--- config.mk ---
export PLATFORM = sky130hd
export DESIGN_NAME = mrc_status_eval
export DESIGN_NICKNAME = d
export VERILOG_FILES = /design/src/hw/rtl/mrc_pkg.sv /design/src/hw/rtl/mrc_status_eval.sv
export SDC_FILE = /design/constraint.sdc
export NUM_CORES = 1
export LEC_CHECK = 0
export BUFFER_PORTS_ARGS = -buffer_cell sky130_fd_sc_hd__buf_2
export CAP_MARGIN = 15
export CORE_MARGIN = 1.5
export CORE_UTILIZATION = 45
export DETAILED_ROUTE_END_ITERATION = 7
export PLACE_DENSITY = 0.85
export SLEW_MARGIN = 20
export SYNTH_ARGS = -nofsm -noshare
export SYNTH_HDL_FRONTEND = slang
export SYNTH_SLANG_ARGS = --single-unit
--- constraint.sdc ---
create_clock -name vclk -period 4.6
set_clock_uncertainty 0.2 [all_clocks]
set_input_delay 0.46 -clock vclk [all_inputs]
set_output_delay 0.46 -clock vclk [all_outputs]
set_load 0.01 [all_outputs]
--- src/hw/rtl/mrc_pkg.sv ---
// ----------------------------------------------------------------------------
// Modbus RTU response checker package
// Types, codes and helper functions shared by the response checker modules.
// ----------------------------------------------------------------------------
`timescale 1ns / 1ps
`default_nettype none

package mrc_pkg;

    localparam int unsigned MAX_FRAME_BYTES_VAL = 256;
    localparam int unsigned POS_W = 9;

    localparam logic [POS_W-1:0] MAX_FRAME_BYTES = POS_W'(MAX_FRAME_BYTES_VAL);
    localparam logic [POS_W-1:0] POS_CAP = {POS_W{1'b1}};

    localparam logic [15:0] CRC_INIT = 16'hFFFF;
    localparam logic [15:0] CRC_POLY = 16'hA001;
    localparam logic [8:0]  EXC_FLAG = 9'h080;

    localparam int unsigned CFG_INDEX_W = 1;
    localparam logic [CFG_INDEX_W-1:0] CFG_REQ_FUNCTION = 1'b0;
    localparam logic [CFG_INDEX_W-1:0] CFG_REQ_QUANTITY = 1'b1;

    localparam logic [7:0]  REQ_FUNCTION_RESET = 8'd3;
    localparam logic [15:0] REQ_QUANTITY_RESET = 16'd0;

    localparam logic [7:0] FN_READ_COILS      = 8'd1;
    localparam logic [7:0] FN_READ_DISCRETE   = 8'd2;
    localparam logic [7:0] FN_READ_HOLDING    = 8'd3;
    localparam logic [7:0] FN_READ_INPUT      = 8'd4;
    localparam logic [7:0] FN_READ_EXC_STATUS = 8'd7;
    localparam logic [7:0] FN_WRITE_COILS     = 8'd15;
    localparam logic [7:0] FN_WRITE_REGS      = 8'd16;
    localparam logic [7:0] FN_REPORT_ID       = 8'd17;
    localparam logic [7:0] FN_READ_WRITE_REGS = 8'd23;

    localparam logic KIND_DATA   = 1'b0;
    localparam logic KIND_STATUS = 1'b1;

    typedef enum logic [2:0] {
        FS_OK        = 3'd0,
        FS_LENGTH    = 3'd1,
        FS_FUNCTION  = 3'd2,
        FS_COUNT     = 3'd3,
        FS_EXCEPTION = 3'd4
    } t_frame_status;

    typedef struct packed {
        logic [7:0]  seen_function;
        logic [7:0]  seen_byte_count;
        logic [15:0] seen_write_quantity;
        logic [9:0]  frame_len;
        logic        overrun;
    } t_frame_info;

    typedef struct packed {
        t_frame_status status;
        logic [15:0]   value_count;
        logic [7:0]    exc_code;
    } t_verdict;

    typedef struct packed {
        logic        result_kind;
        logic [15:0] data_word;
        logic [6:0]  word_index;
        logic [2:0]  frame_status;
        logic [15:0] value_count;
        logic        crc_match;
        logic [7:0]  exc_code;
    } t_result;

    function automatic logic [15:0] crc16_update(input logic [15:0] crc,
                                                 input logic [7:0] data);
        logic [15:0] c;
        c = crc ^ {8'h00, data};
        for (int k = 0; k < 8; k++) begin
            c = c[0] ? ((c >> 1) ^ CRC_POLY) : (c >> 1);
        end
        return c;
    endfunction

    function automatic logic is_register_read(input logic [7:0] fn);
        return (fn == FN_READ_HOLDING) || (fn == FN_READ_INPUT) ||
               (fn == FN_READ_WRITE_REGS);
    endfunction

endpackage

`default_nettype wire

--- src/hw/rtl/mrc_status_eval.sv ---
// ----------------------------------------------------------------------------
// Modbus RTU response status evaluation
// Judges a finished frame against the request's function code and quantity.
// ----------------------------------------------------------------------------
`timescale 1ns / 1ps
`default_nettype none

module mrc_status_eval (
    input  wire logic [7:0]         i_req_function,
    input  wire logic [15:0]        i_req_quantity,
    input  wire mrc_pkg::t_frame_info i_info,
    output mrc_pkg::t_verdict       o_verdict
);

    logic [13:0] coil_bytes;
    logic [16:0] coil_sum;
    logic [17:0] expect_len;
    logic        any_len;
    logic        len_fit;
    logic        is_exception;
    logic [15:0] want;
    logic [15:0] got;

    assign coil_sum   = {1'b0, i_req_quantity} + 17'd7;
    assign coil_bytes = coil_sum[16:3];

    always_comb begin
        expect_len = 18'd8;
        any_len    = 1'b0;
        want       = 16'd1;
        got        = 16'd1;
        unique case (i_req_function) inside
            mrc_pkg::FN_READ_COILS, mrc_pkg::FN_READ_DISCRETE: begin
                expect_len = {4'b0, coil_bytes} + 18'd5;
                want       = {2'b0, coil_bytes};
                got        = {8'b0, i_info.seen_byte_count};
            end
            mrc_pkg::FN_READ_HOLDING, mrc_pkg::FN_READ_INPUT,
            mrc_pkg::FN_READ_WRITE_REGS: begin
                expect_len = {1'b0, i_req_quantity, 1'b0} + 18'd5;
                want       = i_req_quantity;
                got        = {9'b0, i_info.seen_byte_count[7:1]};
            end
            mrc_pkg::FN_READ_EXC_STATUS: begin
                expect_len = 18'd6;
            end
            mrc_pkg::FN_WRITE_COILS, mrc_pkg::FN_WRITE_REGS: begin
                want = i_req_quantity;
                got  = i_info.seen_write_quantity;
            end
            mrc_pkg::FN_REPORT_ID: begin
                any_len = 1'b1;
                want    = {8'b0, i_info.seen_byte_count};
                got     = {8'b0, i_info.seen_byte_count};
            end
            default: begin
                expect_len = 18'd8;
            end
        endcase
    end

    assign len_fit = !i_info.overrun &&
                     (any_len || ({8'b0, i_info.frame_len} == expect_len));

    assign is_exception = !i_info.overrun && (i_info.frame_len == 10'd5) &&
                          ({1'b0, i_info.seen_function} ==
                           ({1'b0, i_req_function} + mrc_pkg::EXC_FLAG));

    always_comb begin
        o_verdict.status      = mrc_pkg::FS_LENGTH;
        o_verdict.value_count = 16'd0;
        o_verdict.exc_code    = 8'd0;
        if (len_fit) begin
            if (i_info.seen_function != i_req_function) begin
                o_verdict.status = mrc_pkg::FS_FUNCTION;
            end else if (want == got) begin
                o_verdict.status      = mrc_pkg::FS_OK;
                o_verdict.value_count = got;
            end else begin
                o_verdict.status = mrc_pkg::FS_COUNT;
            end
        end else if (is_exception) begin
            o_verdict.status   = mrc_pkg::FS_EXCEPTION;
            o_verdict.exc_code = i_info.seen_byte_count;
        end
    end

endmodule

`default_nettype wire

Yosys cells after proc, flatten, opt, wreduce, memory -nomap -nowiden
Index checks and enable logic that the tools add are counted.
{"block": "totals", "wordCells": 41, "reg_bits": 0, "ram_bits": 0, "latch_bits": 0, "mem_bits_ro": 0, "inputBits": 67, "output_inout_bits": 27, "memories": 0}
{"block": "classes", "n_reduce_logical": 10, "div": 0, "order_cmp": 0, "addsub": 4, "n_mul": 0, "eq_ne": 14, "bitwise_logic": 0, "n_shift": 0, "n_mux": 13}
{"op": "one-hot mux 16 bit (3 select lines)", "count": 2}
{"op": "one-hot mux 18 bit (3 select lines)", "count": 1}
{"op": "two-way mux 16 bit", "count": 3}
{"op": "== test 8 x 5 -> 1 bit, second input constant", "count": 3}
{"op": "adder 17 x 3 -> 18 bit, second input constant", "count": 1}
{"op": "== test 10 x 18 -> 1 bit", "count": 1}
{"op": "adder 16 x 3 -> 17 bit, second input constant", "count": 1}
{"op": "== test 16 bit", "count": 1}
{"op": "== test 8 x 2 -> 1 bit, second input constant", "count": 2}
{"op": "== test 8 x 3 -> 1 bit, second input constant", "count": 2}
{"op": "two-way mux 8 bit", "count": 2}
{"op": "adder 14 x 3 -> 15 bit, second input constant", "count": 1}
{"op": "== test 10 x 3 -> 1 bit, second input constant", "count": 1}
{"op": "adder 8 x 8 -> 9 bit, second input constant", "count": 1}
{"op": "== test 8 x 9 -> 1 bit", "count": 1}
{"op": "== test 8 x 1 -> 1 bit, second input constant", "count": 1}
{"op": "== test 8 x 4 -> 1 bit, second input constant", "count": 1}
{"op": "inequality test 8 bit", "count": 1}
{"op": "two-way mux 3 bit", "count": 2}
{"op": "OR reduction 3 bit", "count": 2}
{"op": "OR reduction 5 bit", "count": 1}
{"op": "two-way mux 2 bit", "count": 2}
{"op": "OR reduction 2 bit", "count": 2}
{"op": "logical AND 1 bit", "count": 3}
{"op": "3 further kinds", "count": 3}

Longest topological paths before layout
{"block": "depth", "depth_word": 7, "mapped_depth": 17, "mapped_depth_nobuf": 15}

Worst setup path after synthesis
Ideal clock, no wire load.
{"block": "synth_timing", "path_kind": "input port to output port", "from": "in i_req_quantity[1]", "to": "out o_verdict[12] (netlist name)", "path_stages": 15, "slack_ps": 47, "arrival_time_ps": 3893, "path_buffers": 1, "required_ps": 3940, "cell_sequence": "buf_2 inv_1 ha_1 a21boi_2 xnor2_1 ha_1 nor2b_1 a221oi_1 a21oi_1 a32o_1 a211oi_1 o211ai_1 nor4_2 o21ai_2 a211oi_1"}
{"element": "start: declaration", "line_no": "mrc_status_eval.sv:10", "rtl": "input wire logic [15:0] i_req_quantity,"}
{"element": "end: declaration", "line_no": "mrc_status_eval.sv:12", "rtl": "output mrc_pkg::t_verdict o_verdict"}

==> metrics.txt <==
# TYPE chip_impl_metric gauge
chip_impl_metric{name="layout.nets",unit=""} 695
chip_impl_metric{name="design.portCount",unit=""} 94
chip_impl_metric{name="synthesized_cell_area",unit="um^2"} 3172
chip_impl_metric{name="fin_cells",unit=""} 718
chip_impl_metric{name="synth_fp_nets",unit=""} 576
chip_impl_metric{name="detail_route.wl_per_cell",unit="um"} 18.70
chip_impl_metric{name="dieWidth",unit="um"} 86.96
chip_impl_metric{name="place_congestion",unit=""} 1.067
chip_impl_metric{name="worstPathArrival",unit="ps"} 3790
chip_impl_metric{name="n_clock_buffer",unit=""} 0
chip_impl_metric{name="antenna_cells",unit=""} 0
chip_impl_metric{name="finalCritPeriodShare",unit="%"} 96.68
chip_impl_metric{name="final.fill_count",unit=""} 617
chip_impl_metric{name="drtAntennaViolNets",unit=""} 0
chip_impl_info{name="layout_common_cells",value="sky130_fd_sc_hd__buf_2 (93), sky130_fd_sc_hd__buf_4 (61), sky130_fd_sc_hd__nor2_1 (43)"} 1
chip_impl_metric{name="layout_overhead_on_the_synthesized_area",unit="%"} 34.48
chip_impl_info{name="element_type_at_the_critical_path_end",value="output pin"} 1
chip_impl_metric{name="grt.total_usage",unit="%"} 34.40
chip_impl_metric{name="grt_first_pass_wirelength",unit="um"} 20820
chip_impl_metric{name="setup-tns-final",unit="ps"} 0
chip_impl_metric{name="n_sequential_cell",unit=""} 0
chip_impl_metric{name="design_area",unit="um^2"} 4265
chip_impl_metric{name="number_of_global_route_vias_before_repair",unit=""} 4104
chip_impl_metric{name="fmax",unit="MHz"} 224.9
chip_impl_metric{name="port-buffer-count",unit=""} 94
chip_impl_metric{name="seq_area_frac_synth",unit="%"} 0
chip_impl_metric{name="slew_headroom",unit="%"} 45.07
chip_impl_metric{name="ys.warnings.count",unit=""} 0
chip_impl_metric{name="initial_utilization",unit="%"} 46.69
chip_impl_metric{name="syn_inst",unit=""} 505
chip_impl_metric{name="slew_violations",unit=""} 0
chip_impl_metric{name="die-height",unit="um"} 86.96
chip_impl_metric{name="leakagePower",unit="nW"} 1.667
chip_impl_metric{name="timing_worst_slew_pin_value",unit="ps"} 817.6
chip_impl_metric{name="firstDrtPassIters",unit=""} 6
chip_impl_metric{name="ir_worst_vdd",unit="mV"} 0.06769
chip_impl_metric{name="drt_drc_violations_left",unit=""} 0
chip_impl_metric{name="finalHoldViolCount",unit=""} 0
chip_impl_metric{name="route.vias.total",unit=""} 4554
chip_impl_metric{name="final-seq-area",unit="um^2"} 0
chip_impl_metric{name="postCtsHoldBufs",unit=""} 0
chip_impl_info{name="setup.worst_path.start_class",value="input pin"} 1
chip_impl_metric{name="period_minus_slack",unit="ps"} 4447
chip_impl_metric{name="dr.first_iter.drc_count",unit=""} 557
chip_impl_metric{name="synth.lib_cells_used.distinct",unit=""} 77
chip_impl_metric{name="place_area",unit="um^2"} 4005
chip_impl_metric{name="placed_cells",unit=""} 711
chip_impl_metric{name="worstPathMaxFanout",unit=""} 7
chip_impl_metric{name="grt_start_max_net_pins",unit=""} 24
chip_impl_info{name="setup.worst_path.class",value="input pin to output pin"} 1
chip_impl_metric{name="design.die.area",unit="um^2"} 7561
chip_impl_metric{name="min_delay_path_depth",unit=""} 4
chip_impl_metric{name="fp-row-count",unit=""} 30
chip_impl_metric{name="final_layout_size_suffix_gt1_share",unit="%"} 33.44
chip_impl_metric{name="place.detailed.hpwl",unit="um"} 10580
chip_impl_metric{name="setup_viol",unit=""} 0
chip_impl_metric{name="timing.critical_path.required",unit="ps"} 3940
chip_impl_info{name="timing.hold.worst.start",value="i_info[19]"} 1
chip_impl_metric{name="power_density_normalized_to_cell_area",unit="nW/um^2"} 74.31
chip_impl_metric{name="number_of_antenna_violations_at_the_first_check_in_global_routing",unit=""} 0
chip_impl_metric{name="cap_viol_max_count",unit=""} 0
chip_impl_metric{name="drt-total-wl",unit="um"} 13420
chip_impl_info{name="run_status",value="finished clean"} 1
chip_impl_metric{name="drt-vias-per-instance",unit=""} 6.343
chip_impl_metric{name="core_region_area",unit="um^2"} 6794
chip_impl_info{name="worst_hold_path.endpoint",value="o_verdict[16]"} 1
chip_impl_metric{name="grt_overflow_total",unit=""} 0
chip_impl_info{name="hp-class",value="input pin to output pin"} 1
chip_impl_metric{name="post_synth.cell_area_avg",unit="um^2"} 6.281
chip_impl_info{name="final_common_cell",value="sky130_fd_sc_hd__buf_2"} 1
chip_impl_metric{name="finalCoreUtilization",unit="%"} 62.78
## cells in the mapped netlist (14+ instances only)
| library cell | count | area, um^2 |
|---|---|---|
| sky130_fd_sc_hd__xnor2_1 | 20 | 175.2 |
| sky130_fd_sc_hd__buf_2 | 14 | 70.07 |
| sky130_fd_sc_hd__nor2_1 | 44 | 165.2 |
| sky130_fd_sc_hd__nor3_1 | 21 | 105.1 |
| sky130_fd_sc_hd__clkbuf_1 | 20 | 75.07 |
| sky130_fd_sc_hd__o21ai_0 | 21 | 105.1 |
| sky130_fd_sc_hd__inv_1 | 17 | 63.81 |
| sky130_fd_sc_hd__nand3b_1 | 14 | 105.1 |
| sky130_fd_sc_hd__and2_1 | 20 | 125.1 |
| sky130_fd_sc_hd__xor2_1 | 23 | 201.4 |
| sky130_fd_sc_hd__nand2_1 | 38 | 142.6 |
| sky130_fd_sc_hd__a21oi_1 | 35 | 175.2 |
## what timing repair did
action                                  4_1_cts  5_1_grt
gates resized for setup                       0       42
setup buffers                                 0        7
endpoints found under the setup margin        0       27
## power by group
group | switching (mW) | internal [mW] | total (mW)
registers | 0 | 0 | 0
clock network | 0 | 0 | 0
logic | 0.186 | 0.131 | 0.317
total | 0.186 | 0.131 | 0.317
## layer usage
layer  share of wire [%]  vias to the layer above  global-route usage, %
met5                   0                        -                      0
met4                 3.0                        0                  8.944
met1                  42                     2062                  46.53
met3                  11                       46                  5.877
li1                    -                     2126                      -
met2                  45                      320                  56.17
## cell type report
cell class | count | area (um^2) | share of cell area (%)
multi-input cells | 448 | 3117 | 73.07
repair buffers | 157 | 962.2 | 22.56
well taps | 96 | 120.1 | 2.816
inverters | 17 | 66.31 | 1.555
## how the worst max path moves through the flow
stage | cells past startpoint | slack, ps | from | end
global route | 13 | -40 | i_req_function[2] | o_verdict[24]
global placement | 15 | 90 | i_req_quantity[2] | o_verdict[10]
CTS | 17 | 40 | i_req_quantity[1] | o_verdict[0]
detailed placement | 15 | 70 | i_req_quantity[2] | o_verdict[10]
finish | 17 | 150 | i_req_quantity[1] | o_verdict[24]
floorplan | 15 | 50 | i_req_quantity[1] | o_verdict[12]
## critical path: stages
cell                        delay (ps)
sky130_fd_sc_hd__clkbuf_4          150
sky130_fd_sc_hd__buf_4             170
sky130_fd_sc_hd__o31ai_4           210
sky130_fd_sc_hd__xnor2_2           120
sky130_fd_sc_hd__ha_2              230
sky130_fd_sc_hd__buf_4             160
sky130_fd_sc_hd__a2111oi_1         340
sky130_fd_sc_hd__buf_4             180
sky130_fd_sc_hd__nor2_1             40
sky130_fd_sc_hd__mux2_4            280
sky130_fd_sc_hd__a2111oi_4         350
sky130_fd_sc_hd__nand4_1           150
sky130_fd_sc_hd__nor4_2            220
sky130_fd_sc_hd__buf_4             170
sky130_fd_sc_hd__nor2_1             60
sky130_fd_sc_hd__mux2_4            340
sky130_fd_sc_hd__buf_2             140
## kinds of logic after synthesis
group	after synthesis	synth area share [%]
simple gates	246	43.51
compound gates	149	32.90
mux	6	2.130
xor+xnor	43	11.87
buf+inv	57	8.008
fa+ha+maj	4	1.578
## metrics by stage
step | hold WS (ps) | total power [mW] | setup slack [ps]
after floorplan | 810.0 | 0.1654 | 47.22
after global placement | 1031 | 0.2795 | 91.21
after detailed placement | 1042 | 0.2829 | 68.37
after CTS | 1042 | 0.2845 | 38.97
after global routing | 1053 | 0.3394 | -35.59
final | 1041 | 0.3170 | 152.9
Note: power is estimated with default switching activity, not from simulation.
